===== src/rtl/core/smas_pkg.sv =====
// Shared constants, codes and types of the stroke smoother.
`timescale 1ns / 1ps
package smas_pkg;

	localparam int MAX_WINDOW = 64;
	localparam int IDX_W      = $clog2(MAX_WINDOW);
	localparam int CNT_W      = $clog2(MAX_WINDOW + 1);
	localparam int XY_W       = 20;
	localparam int P_W        = 16;
	localparam int SXY_W      = XY_W + IDX_W;
	localparam int SP_W       = P_W + IDX_W;
	localparam int DIV_STEPS  = SXY_W;
	localparam int STEP_W     = $clog2(DIV_STEPS);

	typedef enum logic [1:0] {
		CMD_ADD   = 2'd0,
		CMD_PRESS = 2'd1,
		CMD_DRAIN = 2'd2,
		CMD_RESET = 2'd3
	} cmd_t;

	typedef enum logic [3:0] {
		S_IDLE,
		S_FILL,
		S_RD,
		S_RD_SRC,
		S_RD_DST,
		S_UPD,
		S_START,
		S_DIV,
		S_DONE
	} state_t;

	typedef enum logic [1:0] {
		CNT_HOLD,
		CNT_INC,
		CNT_DEC
	} cnt_op_t;

	typedef enum logic [1:0] {
		ADDR_NEWEST,
		ADDR_DST,
		ADDR_FILL
	} addr_sel_t;

	typedef enum logic [1:0] {
		WD_HOLD,
		WD_PRESS,
		WD_SRC
	} wd_sel_t;

	typedef enum logic [1:0] {
		SUM_HOLD,
		SUM_CLEAR,
		SUM_ACC,
		SUM_SWAP
	} sum_op_t;

	typedef struct packed {
		logic signed [XY_W-1:0] x;
		logic signed [XY_W-1:0] y;
		logic [P_W-1:0]         p;
	} ring_t;

	typedef struct packed {
		logic      accept;
		logic      clear;
		logic      idx_dec;
		cnt_op_t   cnt_op;
		logic      fill_adv;
		logic      rd_en;
		logic      wr_en;
		addr_sel_t addr_sel;
		wd_sel_t   wd_sel;
		sum_op_t   sum_op;
		logic      src_cap;
		logic      div_start;
		logic      out_load;
	} dp_ctl_t;

	typedef struct packed {
		logic cnt_zero;
		logic fill_last;
		logic div_done;
		logic out_free;
	} dp_stat_t;

endpackage


===== src/rtl/core/smas_if.sv =====
// Valid/ready channel interfaces for input points and averaged results.
`timescale 1ns / 1ps
interface smas_in_if;
	import smas_pkg::*;
	logic                   valid;
	logic                   ready;
	logic [1:0]             command;
	logic signed [XY_W-1:0] in_x;
	logic signed [XY_W-1:0] in_y;
	logic [P_W-1:0]         in_pressure;

	modport source (output valid, command, in_x, in_y, in_pressure, input ready);
	modport sink (input valid, command, in_x, in_y, in_pressure, output ready);
endinterface

interface smas_out_if;
	import smas_pkg::*;
	logic                   valid;
	logic                   ready;
	logic signed [XY_W-1:0] out_x;
	logic signed [XY_W-1:0] out_y;
	logic [P_W-1:0]         out_pressure;
	logic [CNT_W-1:0]       points_left;

	modport source (output valid, out_x, out_y, out_pressure, points_left, input ready);
	modport sink (input valid, out_x, out_y, out_pressure, points_left, output ready);
endinterface


===== src/rtl/core/smas_div.sv =====
// Three-lane restoring serial divider of the running sums by the window length.
`timescale 1ns / 1ps
module smas_div
	import smas_pkg::*;
(
	input  logic                    clk,
	input  logic                    arst_n,
	input  logic                    start,
	input  logic [CNT_W-1:0]        divisor,
	input  logic signed [SXY_W-1:0] num_x,
	input  logic signed [SXY_W-1:0] num_y,
	input  logic [SP_W-1:0]         num_p,
	output logic                    done,
	output logic signed [XY_W-1:0]  quo_x,
	output logic signed [XY_W-1:0]  quo_y,
	output logic [P_W-1:0]          quo_p
);

	localparam int LANES = 3;

	logic [SXY_W-1:0]  quo_q [LANES];
	logic [CNT_W-1:0]  rem_q [LANES];
	logic              neg_q [LANES];
	logic [CNT_W-1:0]  div_q;
	logic [STEP_W-1:0] step_q;
	logic              busy_q;
	logic              done_q;

	logic [SXY_W-1:0]  mag   [LANES];
	logic              sgn   [LANES];
	logic [CNT_W:0]    trial [LANES];
	logic              qbit  [LANES];
	logic [CNT_W-1:0]  rem_d [LANES];
	logic [SXY_W-1:0]  res   [LANES];

	always_comb begin
		sgn[0] = num_x[SXY_W-1];
		sgn[1] = num_y[SXY_W-1];
		sgn[2] = 1'b0;
		mag[0] = sgn[0] ? SXY_W'(-num_x) : num_x;
		mag[1] = sgn[1] ? SXY_W'(-num_y) : num_y;
		mag[2] = {{(SXY_W - SP_W){1'b0}}, num_p};
		for (int i = 0; i < LANES; i++) begin
			trial[i] = {rem_q[i], quo_q[i][SXY_W-1]};
			qbit[i]  = trial[i] >= {1'b0, div_q};
			rem_d[i] = qbit[i] ? CNT_W'(trial[i] - {1'b0, div_q}) : CNT_W'(trial[i]);
			res[i]   = neg_q[i] ? SXY_W'(-quo_q[i]) : quo_q[i];
		end
	end

	always_ff @(posedge clk or negedge arst_n) begin
		if (!arst_n) begin
			busy_q <= 1'b0;
			done_q <= 1'b0;
			step_q <= '0;
		end else begin
			done_q <= !start && busy_q && (step_q == STEP_W'(DIV_STEPS - 1));
			if (start) begin
				busy_q <= 1'b1;
				step_q <= '0;
			end else if (busy_q) begin
				step_q <= step_q + 1'b1;
				if (step_q == STEP_W'(DIV_STEPS - 1))
					busy_q <= 1'b0;
			end
		end
	end

	// while busy, shift one dividend bit into each remainder per cycle
	always_ff @(posedge clk) begin
		if (start) begin
			div_q <= divisor;
			for (int i = 0; i < LANES; i++) begin
				quo_q[i] <= mag[i];
				rem_q[i] <= '0;
				neg_q[i] <= sgn[i];
			end
		end else if (busy_q) begin
			for (int i = 0; i < LANES; i++) begin
				quo_q[i] <= {quo_q[i][SXY_W-2:0], qbit[i]};
				rem_q[i] <= rem_d[i];
			end
		end
	end

	assign done  = done_q;
	assign quo_x = res[0][XY_W-1:0];
	assign quo_y = res[1][XY_W-1:0];
	assign quo_p = res[2][P_W-1:0];

endmodule


===== src/rtl/core/smas_dp.sv =====
// Datapath: point ring memory, running sums, index and count, divider, result register.
`timescale 1ns / 1ps
module smas_dp
	import smas_pkg::*;
(
	input  logic                   clk,
	input  logic                   arst_n,
	input  logic                   cfg_we,
	input  logic [CNT_W-1:0]       cfg_wdata,
	input  logic signed [XY_W-1:0] in_x,
	input  logic signed [XY_W-1:0] in_y,
	input  logic [P_W-1:0]         in_pressure,
	input  dp_ctl_t                ctl,
	output dp_stat_t               stat,
	input  logic                   out_ready,
	output logic                   out_valid,
	output logic signed [XY_W-1:0] out_x,
	output logic signed [XY_W-1:0] out_y,
	output logic [P_W-1:0]         out_pressure,
	output logic [CNT_W-1:0]       points_left
);

	ring_t ring_mem [MAX_WINDOW];

	logic [CNT_W-1:0]        win_q;
	logic [CNT_W-1:0]        cnt_q;
	logic [IDX_W-1:0]        idx_q;
	logic [IDX_W-1:0]        fill_q;
	logic signed [SXY_W-1:0] sum_x_q;
	logic signed [SXY_W-1:0] sum_y_q;
	logic [SP_W-1:0]         sum_p_q;
	ring_t                   hold_q;
	ring_t                   src_q;
	ring_t                   rd_data_q;
	logic                    out_valid_q;
	logic signed [XY_W-1:0]  out_x_q;
	logic signed [XY_W-1:0]  out_y_q;
	logic [P_W-1:0]          out_p_q;
	logic [CNT_W-1:0]        out_cnt_q;

	logic [CNT_W-1:0]        win_d;
	logic [CNT_W-1:0]        dst_sum;
	logic [IDX_W-1:0]        dst_idx;
	logic [IDX_W-1:0]        addr;
	ring_t                   wdata;
	logic signed [SXY_W-1:0] wx_ext, wy_ext, rx_ext, ry_ext;
	logic [SP_W-1:0]         wp_ext, rp_ext;
	logic                    div_done;
	logic signed [XY_W-1:0]  quo_x, quo_y;
	logic [P_W-1:0]          quo_p;

	// saturate the window length into 1..MAX_WINDOW
	always_comb begin
		if (cfg_wdata == '0)
			win_d = CNT_W'(1);
		else if (cfg_wdata > CNT_W'(MAX_WINDOW))
			win_d = CNT_W'(MAX_WINDOW);
		else
			win_d = cfg_wdata;
	end

	// oldest real slot: (newest + count) mod N, sum stays below 2N
	always_comb begin
		dst_sum = {1'b0, idx_q} + cnt_q;
		if (dst_sum >= win_q)
			dst_idx = IDX_W'(dst_sum - win_q);
		else
			dst_idx = IDX_W'(dst_sum);
	end

	always_comb begin
		case (ctl.addr_sel)
			ADDR_NEWEST: addr = idx_q;
			ADDR_DST:    addr = dst_idx;
			ADDR_FILL:   addr = fill_q;
			default:     addr = idx_q;
		endcase
		case (ctl.wd_sel)
			WD_HOLD:  wdata = hold_q;
			WD_PRESS: wdata = '{x: rd_data_q.x, y: rd_data_q.y, p: hold_q.p};
			WD_SRC:   wdata = src_q;
			default:  wdata = hold_q;
		endcase
		wx_ext = {{IDX_W{wdata.x[XY_W-1]}}, wdata.x};
		wy_ext = {{IDX_W{wdata.y[XY_W-1]}}, wdata.y};
		wp_ext = {{IDX_W{1'b0}}, wdata.p};
		rx_ext = {{IDX_W{rd_data_q.x[XY_W-1]}}, rd_data_q.x};
		ry_ext = {{IDX_W{rd_data_q.y[XY_W-1]}}, rd_data_q.y};
		rp_ext = {{IDX_W{1'b0}}, rd_data_q.p};
	end

	always_ff @(posedge clk) begin
		if (ctl.rd_en)
			rd_data_q <= ring_mem[addr];
		if (ctl.wr_en)
			ring_mem[addr] <= wdata;
	end

	always_ff @(posedge clk) begin
		if (ctl.accept)
			hold_q <= '{x: in_x, y: in_y, p: in_pressure};
		if (ctl.src_cap)
			src_q <= rd_data_q;
	end

	always_ff @(posedge clk or negedge arst_n) begin
		if (!arst_n) begin
			win_q   <= CNT_W'(1);
			cnt_q   <= '0;
			idx_q   <= '0;
			fill_q  <= '0;
			sum_x_q <= '0;
			sum_y_q <= '0;
			sum_p_q <= '0;
		end else if (cfg_we) begin
			win_q   <= win_d;
			cnt_q   <= '0;
			idx_q   <= '0;
			sum_x_q <= '0;
			sum_y_q <= '0;
			sum_p_q <= '0;
		end else if (ctl.clear) begin
			cnt_q   <= '0;
			idx_q   <= '0;
			sum_x_q <= '0;
			sum_y_q <= '0;
			sum_p_q <= '0;
		end else begin
			if (ctl.accept)
				fill_q <= '0;
			else if (ctl.fill_adv)
				fill_q <= fill_q + 1'b1;

			if (ctl.idx_dec)
				idx_q <= (idx_q == '0) ? IDX_W'(win_q - 1'b1) : idx_q - 1'b1;

			case (ctl.cnt_op)
				CNT_INC: if (cnt_q < win_q) cnt_q <= cnt_q + 1'b1;
				CNT_DEC: cnt_q <= cnt_q - 1'b1;
				default: cnt_q <= cnt_q;
			endcase

			case (ctl.sum_op)
				SUM_CLEAR: begin
					sum_x_q <= '0;
					sum_y_q <= '0;
					sum_p_q <= '0;
				end
				SUM_ACC: begin
					sum_x_q <= sum_x_q + wx_ext;
					sum_y_q <= sum_y_q + wy_ext;
					sum_p_q <= sum_p_q + wp_ext;
				end
				SUM_SWAP: begin
					sum_x_q <= sum_x_q + wx_ext - rx_ext;
					sum_y_q <= sum_y_q + wy_ext - ry_ext;
					sum_p_q <= sum_p_q + wp_ext - rp_ext;
				end
				default: begin
					sum_x_q <= sum_x_q;
				end
			endcase
		end
	end

	smas_div u_div (
		.clk     (clk),
		.arst_n  (arst_n),
		.start   (ctl.div_start),
		.divisor (win_q),
		.num_x   (sum_x_q),
		.num_y   (sum_y_q),
		.num_p   (sum_p_q),
		.done    (div_done),
		.quo_x   (quo_x),
		.quo_y   (quo_y),
		.quo_p   (quo_p)
	);

	// result register: hold until taken, reload in the same cycle it drains
	always_ff @(posedge clk or negedge arst_n) begin
		if (!arst_n)
			out_valid_q <= 1'b0;
		else if (ctl.out_load)
			out_valid_q <= 1'b1;
		else if (out_ready)
			out_valid_q <= 1'b0;
	end

	always_ff @(posedge clk) begin
		if (ctl.out_load) begin
			out_x_q   <= quo_x;
			out_y_q   <= quo_y;
			out_p_q   <= quo_p;
			out_cnt_q <= cnt_q;
		end
	end

	always_comb begin
		stat.cnt_zero  = cnt_q == '0;
		stat.fill_last = {1'b0, fill_q} == CNT_W'(win_q - 1'b1);
		stat.div_done  = div_done;
		stat.out_free  = !out_valid_q || out_ready;
	end

	assign out_valid    = out_valid_q;
	assign out_x        = out_x_q;
	assign out_y        = out_y_q;
	assign out_pressure = out_p_q;
	assign points_left  = out_cnt_q;

endmodule


===== src/rtl/core/smas_ctrl.sv =====
// Controller state machine sequencing ring access, sum update and division.
`timescale 1ns / 1ps
module smas_ctrl
	import smas_pkg::*;
(
	input  logic     clk,
	input  logic     arst_n,
	input  logic     in_valid,
	input  logic [1:0] in_command,
	output logic     in_ready,
	input  dp_stat_t stat,
	output dp_ctl_t  ctl
);

	state_t state_q, state_d;
	cmd_t   cmd_q;
	cmd_t   in_cmd;

	assign in_cmd = cmd_t'(in_command);

	always_ff @(posedge clk or negedge arst_n) begin
		if (!arst_n) begin
			state_q <= S_IDLE;
			cmd_q   <= CMD_RESET;
		end else begin
			state_q <= state_d;
			if (state_q == S_IDLE && in_valid)
				cmd_q <= in_cmd;
		end
	end

	always_comb begin
		state_d = state_q;
		case (state_q)
			S_IDLE: begin
				if (in_valid) begin
					case (in_cmd)
						CMD_ADD:   state_d = stat.cnt_zero ? S_FILL : S_RD;
						CMD_PRESS: state_d = stat.cnt_zero ? S_START : S_RD;
						CMD_DRAIN: state_d = stat.cnt_zero ? S_START : S_RD_SRC;
						default:   state_d = S_START;
					endcase
				end
			end
			S_FILL:   if (stat.fill_last) state_d = S_START;
			S_RD:     state_d = S_UPD;
			S_RD_SRC: state_d = S_RD_DST;
			S_RD_DST: state_d = S_UPD;
			S_UPD:    state_d = S_START;
			S_START:  state_d = stat.cnt_zero ? S_IDLE : S_DIV;
			S_DIV:    if (stat.div_done) state_d = S_DONE;
			S_DONE:   if (stat.out_free) state_d = S_IDLE;
			default:  state_d = S_IDLE;
		endcase
	end

	always_comb begin
		in_ready = 1'b0;
		ctl      = '{cnt_op: CNT_HOLD, addr_sel: ADDR_NEWEST, wd_sel: WD_HOLD,
			sum_op: SUM_HOLD, default: 1'b0};
		case (state_q)
			S_IDLE: begin
				in_ready = 1'b1;
				if (in_valid) begin
					ctl.accept = 1'b1;
					case (in_cmd)
						CMD_ADD: begin
							// first point pads the whole ring
							if (stat.cnt_zero)
								ctl.sum_op = SUM_CLEAR;
							else
								ctl.idx_dec = 1'b1;
						end
						CMD_DRAIN: if (!stat.cnt_zero) ctl.cnt_op = CNT_DEC;
						CMD_RESET: ctl.clear = 1'b1;
						default:   ctl.accept = 1'b1;
					endcase
				end
			end
			S_FILL: begin
				ctl.wr_en    = 1'b1;
				ctl.addr_sel = ADDR_FILL;
				ctl.wd_sel   = WD_HOLD;
				ctl.sum_op   = SUM_ACC;
				ctl.fill_adv = 1'b1;
				if (stat.fill_last)
					ctl.cnt_op = CNT_INC;
			end
			S_RD, S_RD_SRC: begin
				ctl.rd_en    = 1'b1;
				ctl.addr_sel = ADDR_NEWEST;
			end
			S_RD_DST: begin
				ctl.rd_en    = 1'b1;
				ctl.addr_sel = ADDR_DST;
				ctl.src_cap  = 1'b1;
			end
			S_UPD: begin
				ctl.wr_en  = 1'b1;
				ctl.sum_op = SUM_SWAP;
				case (cmd_q)
					CMD_ADD: begin
						ctl.wd_sel = WD_HOLD;
						ctl.cnt_op = CNT_INC;
					end
					CMD_PRESS: ctl.wd_sel = WD_PRESS;
					CMD_DRAIN: begin
						ctl.wd_sel   = WD_SRC;
						ctl.addr_sel = ADDR_DST;
					end
					default: ctl.wr_en = 1'b0;
				endcase
			end
			S_START: ctl.div_start = !stat.cnt_zero;
			S_DONE:  ctl.out_load = stat.out_free;
			default: in_ready = 1'b0;
		endcase
	end

endmodule


===== src/rtl/core/stroke_moving_average_smoother_unit.sv =====
// Top level of the stroke moving-average smoother.
`timescale 1ns / 1ps
// Sliding-average pen stroke smoother over a ring of the last N points
// (N = window length, 1 to 64, written through cfg_we/cfg_wdata; a write
// also empties the smoother). One item is worked on at a time. Add and set
// pressure read and then write the single ring memory port and drain reads
// it twice and then writes; then the running sums go through a 26-step serial
// divider. The first add after a reset or empty ring writes all N ring
// entries, one per cycle, in place of the ring read and write. Items that
// leave no point held (reset, set pressure or drain on an empty ring, and a
// drain of the last point) give no result. A finished result waits in the
// output register while the next item is taken; the block stalls only when a
// new result is ready before the last is taken.
module stroke_moving_average_smoother_unit
	import smas_pkg::*;
(
	input  logic             clk,
	input  logic             arst_n,
	input  logic             cfg_we,
	input  logic [CNT_W-1:0] cfg_wdata,
	smas_in_if.sink          sample,
	smas_out_if.source       result
);

	dp_ctl_t  ctl;
	dp_stat_t stat;

	smas_ctrl u_ctrl (
		.clk        (clk),
		.arst_n     (arst_n),
		.in_valid   (sample.valid),
		.in_command (sample.command),
		.in_ready   (sample.ready),
		.stat       (stat),
		.ctl        (ctl)
	);

	smas_dp u_dp (
		.clk          (clk),
		.arst_n       (arst_n),
		.cfg_we       (cfg_we),
		.cfg_wdata    (cfg_wdata),
		.in_x         (sample.in_x),
		.in_y         (sample.in_y),
		.in_pressure  (sample.in_pressure),
		.ctl          (ctl),
		.stat         (stat),
		.out_ready    (result.ready),
		.out_valid    (result.valid),
		.out_x        (result.out_x),
		.out_y        (result.out_y),
		.out_pressure (result.out_pressure),
		.points_left  (result.points_left)
	);

endmodule

===== src/flat_wrapper.sv =====
// flat-port wrapper written by rule: the top's interface ports become plain ports
module stroke_moving_average_smoother_unit_flat import smas_pkg::*;
  (clk, arst_n, cfg_we, cfg_wdata, sample_valid, sample_command, sample_in_x, sample_in_y, sample_in_pressure, sample_ready, result_valid, result_out_x, result_out_y, result_out_pressure, result_points_left, result_ready);
  smas_in_if sample_i ();
  smas_out_if result_i ();
  input  logic clk;
  input  logic arst_n;
  input  logic cfg_we;
  input  logic [CNT_W-1:0] cfg_wdata;
  input wire logic [$bits(sample_i.valid)-1:0] sample_valid;
  input wire logic [$bits(sample_i.command)-1:0] sample_command;
  input wire logic [$bits(sample_i.in_x)-1:0] sample_in_x;
  input wire logic [$bits(sample_i.in_y)-1:0] sample_in_y;
  input wire logic [$bits(sample_i.in_pressure)-1:0] sample_in_pressure;
  output wire logic [$bits(sample_i.ready)-1:0] sample_ready;
  output wire logic [$bits(result_i.valid)-1:0] result_valid;
  output wire logic [$bits(result_i.out_x)-1:0] result_out_x;
  output wire logic [$bits(result_i.out_y)-1:0] result_out_y;
  output wire logic [$bits(result_i.out_pressure)-1:0] result_out_pressure;
  output wire logic [$bits(result_i.points_left)-1:0] result_points_left;
  input wire logic [$bits(result_i.ready)-1:0] result_ready;
  assign sample_i.valid = sample_valid;
  assign sample_i.command = sample_command;
  assign sample_i.in_x = sample_in_x;
  assign sample_i.in_y = sample_in_y;
  assign sample_i.in_pressure = sample_in_pressure;
  assign sample_ready = sample_i.ready;
  assign result_valid = result_i.valid;
  assign result_out_x = result_i.out_x;
  assign result_out_y = result_i.out_y;
  assign result_out_pressure = result_i.out_pressure;
  assign result_points_left = result_i.points_left;
  assign result_i.ready = result_ready;
  stroke_moving_average_smoother_unit u_core (.clk(clk), .arst_n(arst_n), .cfg_we(cfg_we), .cfg_wdata(cfg_wdata), .sample(sample_i), .result(result_i));
endmodule

===== config.mk =====
export PLATFORM = sky130hd
export DESIGN_NAME = stroke_moving_average_smoother_unit_flat
export DESIGN_NICKNAME = d
export VERILOG_FILES = /design/src/rtl/core/smas_pkg.sv /design/src/rtl/core/smas_if.sv /design/src/rtl/core/smas_div.sv /design/src/rtl/core/smas_dp.sv /design/src/rtl/core/smas_ctrl.sv /design/src/rtl/core/stroke_moving_average_smoother_unit.sv /design/src/flat_wrapper.sv
export SDC_FILE = /design/constraint.sdc
export NUM_CORES = 2
export LEC_CHECK = 0
export BUFFER_PORTS_ARGS = -buffer_cell sky130_fd_sc_hd__buf_4
export CAP_MARGIN = 20
export CELL_PAD_IN_SITES_DETAIL_PLACEMENT = 0
export CELL_PAD_IN_SITES_GLOBAL_PLACEMENT = 1
export CORE_MARGIN = 10
export CORE_UTILIZATION = 57
export DETAILED_ROUTE_END_ITERATION = 10
export PLACE_DENSITY_LB_ADDON = 0.1
export SLEW_MARGIN = 5
export SYNTH_ARGS = -nofsm -noshare
export SYNTH_HDL_FRONTEND = slang
export SYNTH_SLANG_ARGS = --single-unit

===== constraint.sdc =====
create_clock -name clk -period 15.4 [get_ports clk]
set_clock_uncertainty 0.1 [all_clocks]
set_input_delay 1.54 -clock clk [delete_from_list [all_inputs] [get_ports clk]]
set_output_delay 1.54 -clock clk [all_outputs]
set_load 0.02 [all_outputs]

-- After elaboration in Yosys (flattened, before gate mapping)
Memory sizes are Yosys's and may differ from the RTL's. A register that Yosys moved wholly into a read port is not among the register bits.
Index checks and enable logic that the tools add are counted.
- bits in registers: 296
- RAM bits: 3686
- input port bits: 70
- output and inout bits: 65
- word-level logic and storage cells: 206
- memories kept: 4
- memories (memory ; depth ; width ; rd ports ; clocked after Yosys merged registers in ; wr ports ; RTL line ; RTL):
    u_core.u_dp.ring_mem ; 64 ; 56 ; 1 ; 1 ; 1 ; smas_dp.sv:23 ; ring_t ring_mem [MAX_WINDOW];
    u_core.u_dp.u_div.quo_q ; 3 ; 26 ; 3 ; 0 ; 3 ; smas_div.sv:21 ; logic [SXY_W-1:0] quo_q [LANES];
    u_core.u_dp.u_div.rem_q ; 3 ; 7 ; 3 ; 0 ; 3 ; smas_div.sv:22 ; logic [CNT_W-1:0] rem_q [LANES];
    u_core.u_dp.u_div.neg_q ; 3 ; 1 ; 3 ; 0 ; 3 ; smas_div.sv:23 ; logic neg_q [LANES];
- add/subtract/negate cells: 22
- order comparisons: 6
- equal/unequal tests: 29
- mux-type cells: 88
- bitwise operators: 8
- reduce and logical (&&, ||, !) cells: 25
- operators by type and width (cell ; number):
    $mux W26 ; 9
    $pmux W26 S3 ; 2
    $pmux W56 S2 ; 1
    $mux W7 ; 11
    $pmux W22 S3 ; 1
    $add A26 B20 Y26 ; 2
    $neg A26 Y26 ; 2
    $sub A26 B20 Y26 ; 2
    $mux W22 ; 2
    $mux W6 ; 7
    $mux W20 ; 2
    $neg A20 Y20 ; 2
    $pmux W4 S8 ; 1
    $mux W1 ; 28
    $ge A8 B7 Y1 ; 3
    $add A22 B16 Y22 ; 1
    $sub A22 B16 Y22 ; 1
    $sub A7 B7 Y7 ; 3
    $pmux W2 S3 ; 3
    $eq A2 B2 Y1 const B ; 8
    $eq A4 B3 Y1 const B ; 4
    $mux W16 ; 1
    $mux W4 ; 4
    $neg A16 Y16 ; 1
    45 further kinds ; 77

-- Longest topological paths before layout
- depth after elaboration: 10
- gate-level depth with buffers: 33
- depth with buffers taken out: 30

-- Hierarchy
Synthesis repeated with hierarchy kept, for this count alone.
- cell total of the unflattened synthesis: 8580
- area total of the unflattened synthesis: 163640.7 um^2
- by module, submodules not included (module ; times used ; cells each ; area each (um^2) ; seq. area each (um^2)):
    smas_dp ; 1 ; 7701 ; 155407.8 ; 117088.5
    smas_div ; 1 ; 801 ; 7603.5 ; 3418.3
    smas_ctrl ; 1 ; 78 ; 629.4 ; 152.6

-- Worst setup path before layout
No wires, ideal clock.
- kind: reg2reg
- start point: register u_core.u_ctrl.state_q[1]
- end point: register u_core.u_dp.sum_x_q[25]
- library setup time: 0.090 ns
- arrival time: 8.838 ns
- data required time: 15.210 ns
- setup slack: 6.372 ns
- cell stages (with the launch flop): 31
- buffers on the path: 3
- period minus slack after synthesis: 9.028 ns
- cell sequence: dfrtp_1 > clkbuf_1 > nand3b_1 > or2_2 > inv_1 > ha_1 > clkbuf_1 > clkbuf_1 > a22oi_1 > o21ai_0 > ha_1 > o21a_1 > o2111ai_1 > o21bai_1 > a21oi_1 > a21boi_0 > nor2b_1 > o21ai_0 > a21boi_0 > xnor2_1 > ha_1 > a21oi_1 > o21bai_1 > a21oi_1 > nor3b_1 > o21ai_0 > a31oi_1 > o21ai_0 > xnor2_1 > xnor3_1 > o221ai_1
- RTL lines (what ; RTL line ; RTL):
    start, declared ; smas_ctrl.sv:15 ; state_t state_q, state_d;
    start signal, assigned ; smas_ctrl.sv:26 ; state_q <= state_d;
    end signal, assigned ; smas_dp.sv:150 ; sum_x_q <= sum_x_q + wx_ext;
    end signal, assigned ; smas_dp.sv:155 ; sum_x_q <= sum_x_q + wx_ext - rx_ext;
    end signal, assigned ; smas_dp.sv:160 ; sum_x_q <= sum_x_q;
    end, declared ; smas_dp.sv:29 ; logic signed [SXY_W-1:0] sum_x_q;

-- Worst setup path after layout
- start point: register u_core.u_dp.cnt_q[0]
- end point: register, netlist name u_core.u_dp.rd_data_q[23]
- word-level cells in the longest chain between the ends: 4
- elaborated cells on any way between the ends: 5
- classes of those cells: 2 x add/sub; 1 x order compare; 2 x mux
- ends and longest elaborated chain (what ; RTL line ; RTL):
    start, declared ; smas_dp.sv:26 ; logic [CNT_W-1:0] cnt_q;
    start signal, assigned ; smas_dp.sv:138 ; CNT_INC: if (cnt_q < win_q) cnt_q <= cnt_q + 1'b1;
    start signal, assigned ; smas_dp.sv:139 ; CNT_DEC: cnt_q <= cnt_q - 1'b1;
    start signal, assigned ; smas_dp.sv:140 ; default: cnt_q <= cnt_q;
    $add A6 B7 Y7 * ; smas_dp.sv:64 ; dst_sum = {1'b0, idx_q} + cnt_q;
    $sub A6 B6 Y6 or $ge A7 B7 Y1 (tied branches) ; smas_dp.sv:66, smas_dp.sv:65 ;
    $mux W6 * ; smas_dp.sv:65 ; if (dst_sum >= win_q)
    $pmux W6 S2 * ; smas_dp.sv:72 ; case (ctl.addr_sel)
Mark *: on every way between the ends. The rest lies on a longest branch, timed or not.
A chain may end at the register's enable or synchronous reset.

==> results.md <==
* Reg-to-reg startpoint: u_core.u_dp.cnt_q[0]
* Grt ovf at 0
* Num Clock Sinks at 4037
* Flops & latches, synth at 4037
* Setup TNS at 0 ns
* All-layer global routing usage at 33.0%
* Worst hold path class: reg -> reg
* Largest net degree at the start of global routing at 164
* GPL Wtd Cong at 0.841
* Max_cap viols at 0
* Clock Tree Root: clkbuf_16
* DRT Wirelength at 541 mm
* Worst VDD drop at 250 uV
* Top-area cell type share of the netlist area at 70.0%
* Status: finished clean
* First DRT Iteration DRCs at 17300
* Mapped Cells at 12500
* Vias in the first global route at 106000
* Worst path arrival time at 9.96 ns
* Clock Power Share at 26.5%
* Measured slew at the worst slew-check pin at 1.27 ns
* Num rows at 199
* Tcrit/Tclk final at 60.9%
* Antenna viol nets, final at 0
* Top Ports at 135
* Synth top area cells: edfxtp_1, nand2_1, nand3_1
* WP data required at 15.99 ns
* Comb pwr share at 34.2%
* Final cell utilization of the core at 63.8%
* Post-CTS setup buffer count at 0
* Final Hold Fails at 0
* Net Sw Power at 13.7 mW
* Die area at 0.317 sq mm
* Core area at 0.294 sq mm
* WL/cell at 32.1 microns
* Number of synthesized flops with an enable pin at 3923
* Initial Utilization at 57.2%
* CTS tree: done
* Synthesized cell area at 0.168 sq mm
* Post-synthesis sequential area ratio at 71.7%
* HP Start: u_core.u_dp.u_div.quo_q[0][62]
* Die width at 563 microns
* Num CTS Buffers at 411
* Worst Setup Path Type: reg -> reg
* Layout cells sized above 1 at 9.24%
* Crit path launch: u_core.u_dp.cnt_q[0]
* Layout Nets at 12900
* Global-route wire length before repair at 763 mm
* Critical Path Sink Type: register
* Cell-internal power at 22.7 mW
* PortBufs at 134
* Slew Viols, Final at 0
* Slew headroom at 15.2%
* CP max FO at 123
* Netlist cell types at 81
* DP Cell Count at 16100
* DRC at 0
* Post-synth top area cell: edfxtp_1
* Min Tclk post-route at 9.37 ns
* Clk Latency, worst-skew pair at 0.98 ns
* Count of final setup violators at 0
* Synth Warn # at 0
* DP Wirelength at 295 mm
* Leak Pwr at 66.1 nW
* Vias at 114000
* Die height at 563 microns
* Area growth, synth to finish at 11.4%
* Drt pass-1 iters at 8
* Syn Area/Cell at 13.4 sq um
* Antenna violations before repair at 27
* Most common cell after layout, fill and taps aside: edfxtp_1
* Async SR Flop Fraction at 2.82%
* Predominant post-synthesis flop cell: edfxtp_1
* Startpoint Class: register
* Pwr dens at 194 mW/mm^2
* Resized cells post-CTS at 0
* Most frequent cells in the layout: edfxtp_1, nand2_1, nand3_1
* Vias per inst at 6.74
* F_max at 0.107 GHz
* Finished Layout Cells at 16800
* Clock transition at the registers of the reported paths at 0.06 ns
* RSZ-0062 raised after global routing: no
* Max Buffers Root-to-Sink at 4
* Reg power frac at 39.3%
* H-tree depth at 5
* Switching Share at 37.6%
* Cts hold-fix bufs at 0
* Net Count, Synth at 12800
==> power by group through the flow <==
stage / Clock (mW) / Sequential, mW / Combinational (mW)
floorplan: 0 / 14.3 / 7.96
global placement: 0 / 14.5 / 12.0
detailed placement: 0 / 14.5 / 12.2
CTS: 9.69 / 14.3 / 12.2
global route: 10.1 / 14.4 / 13.3
finish: 9.63 / 14.3 / 12.5
==> area by class of cell <==
cell class / count / area [sq um]
Antenna cell: 12 / 30.0
Clock buffer: 512 / 10800
Clock inverter: 229 / 1990
Fill cell: 21500 / 106000
Inverter: 144 / 542
Multi-Input combinational cell: 7529 / 44700
Sequential cell: 4037 / 121000
Tap cell: 3919 / 4900
Timing Repair Buffer: 461 / 3730
==> critical path, stage by stage, from the launching register on <==
cell	delay (ns)
dfrtp_1	0.47
ha_1	0.27
fa_1	0.41
a21o_1	0.19
a21oi_1	0.26
o21bai_1	0.10
a21oi_1	0.18
xnor2_1	0.14
ha_1	0.27
a21oi_1	0.17
o21ai_0	0.21
a21oi_1	0.20
o31a_2	0.59
buf_12	0.55
and2_4	0.70
buf_4	0.61
buf_12	0.53
buf_4	0.69
buf_4	0.72
mux2i_1	0.28
a221o_1	0.20
a21oi_1	0.08
o21bai_1	0.18
or4_1	0.51
==> Yosys cell counts (66+ instances only) <==
| cell | number |
|---|---|
| edfxtp_1 | 3923 |
| nand2_1 | 2807 |
| nand3_1 | 902 |
| clkbuf_1 | 612 |
| and3_1 | 421 |
| a211oi_1 | 318 |
| a31oi_1 | 294 |
| a311oi_1 | 286 |
| mux2i_1 | 274 |
| o21ai_0 | 271 |
| nor2_1 | 216 |
| ha_1 | 196 |
| a21oi_1 | 187 |
| inv_1 | 144 |
| xnor2_1 | 136 |
| buf_2 | 133 |
| a221o_1 | 118 |
| dfrtp_1 | 111 |
| o22ai_1 | 110 |
| xor2_1 | 103 |
| a22oi_1 | 91 |
| a311o_1 | 89 |
| buf_1 | 76 |
| or4_1 | 73 |
| nand4_1 | 67 |
| o21bai_1 | 66 |
==> stage by stage <==
step | power, mW | cell area (sq um) | hold slack [ns] | worst slack [ns]
final | 36.4 | 187000 | 0.346 | 6.03
after global routing | 37.8 | 187000 | 0.353 | 5.63
after CTS | 36.2 | 187000 | 0.349 | 6.29
after detailed placement | 26.7 | 174000 | 0.335 | 6.28
after floorplan | 22.2 | 168000 | 0.323 | 6.37
after global placement | 26.5 | 174000 | 0.337 | 6.26
==> registers in the layout, summed over array words and instances (netlist names), 16 cells and up <==
register                  cells
u_core.u_dp.sum_x_q          26
u_core.u_dp.ring_mem       3584
u_core.u_dp.sum_p_q          22
u_core.u_dp.out_x            20
u_core.u_dp.rd_data_q        56
u_core.u_dp.out_pressure     16
u_core.u_dp.out_y            20
u_core.u_dp.u_div.quo_q      78
u_core.u_dp.hold_q           56
u_core.u_dp.sum_y_q          26
u_core.u_dp.src_q            56
u_core.u_dp.u_div.rem_q      21
==> layer usage <==
metal | share of wire, % | track usage, % | wire [microns]
met5 | 0.018 | 0.0452 | 97
met4 | 4.9 | 13.3 | 26400
met3 | 13 | 6.86 | 67900
met2 | 45 | 51.2 | 243000
met1 | 38 | 46.1 | 204000
==> path summary, 6_finish.rpt <==
check                      slack, ns  depth (start not counted)                            to
min in group asynchronous       0.59                          1   u_core.u_dp.u_div.step_q[4]
hold reg to reg                 0.35                          0  u_core.u_dp.out_pressure[10]
setup / recovery                6.03                         23     u_core.u_dp.rd_data_q[23]
hold / removal                  0.35                          0  u_core.u_dp.out_pressure[10]
max in group asynchronous      13.17                          2        u_core.u_dp.sum_y_q[5]
setup reg to reg                6.03                         23     u_core.u_dp.rd_data_q[23]
==> cell families after synthesis <==
family | Yosys count | synth area share [%]
and+or+nand+nor | 4702 | 12.4
DFF | 4037 | 71.7
AOI/OAI and AO/OA | 2101 | 9.06
buffers and inverters | 974 | 2.30
muxes | 278 | 1.66
xor gates and xnor gates | 240 | 1.26
adders and majority gates | 208 | 1.60
Power figures use the tool's default switching activity.
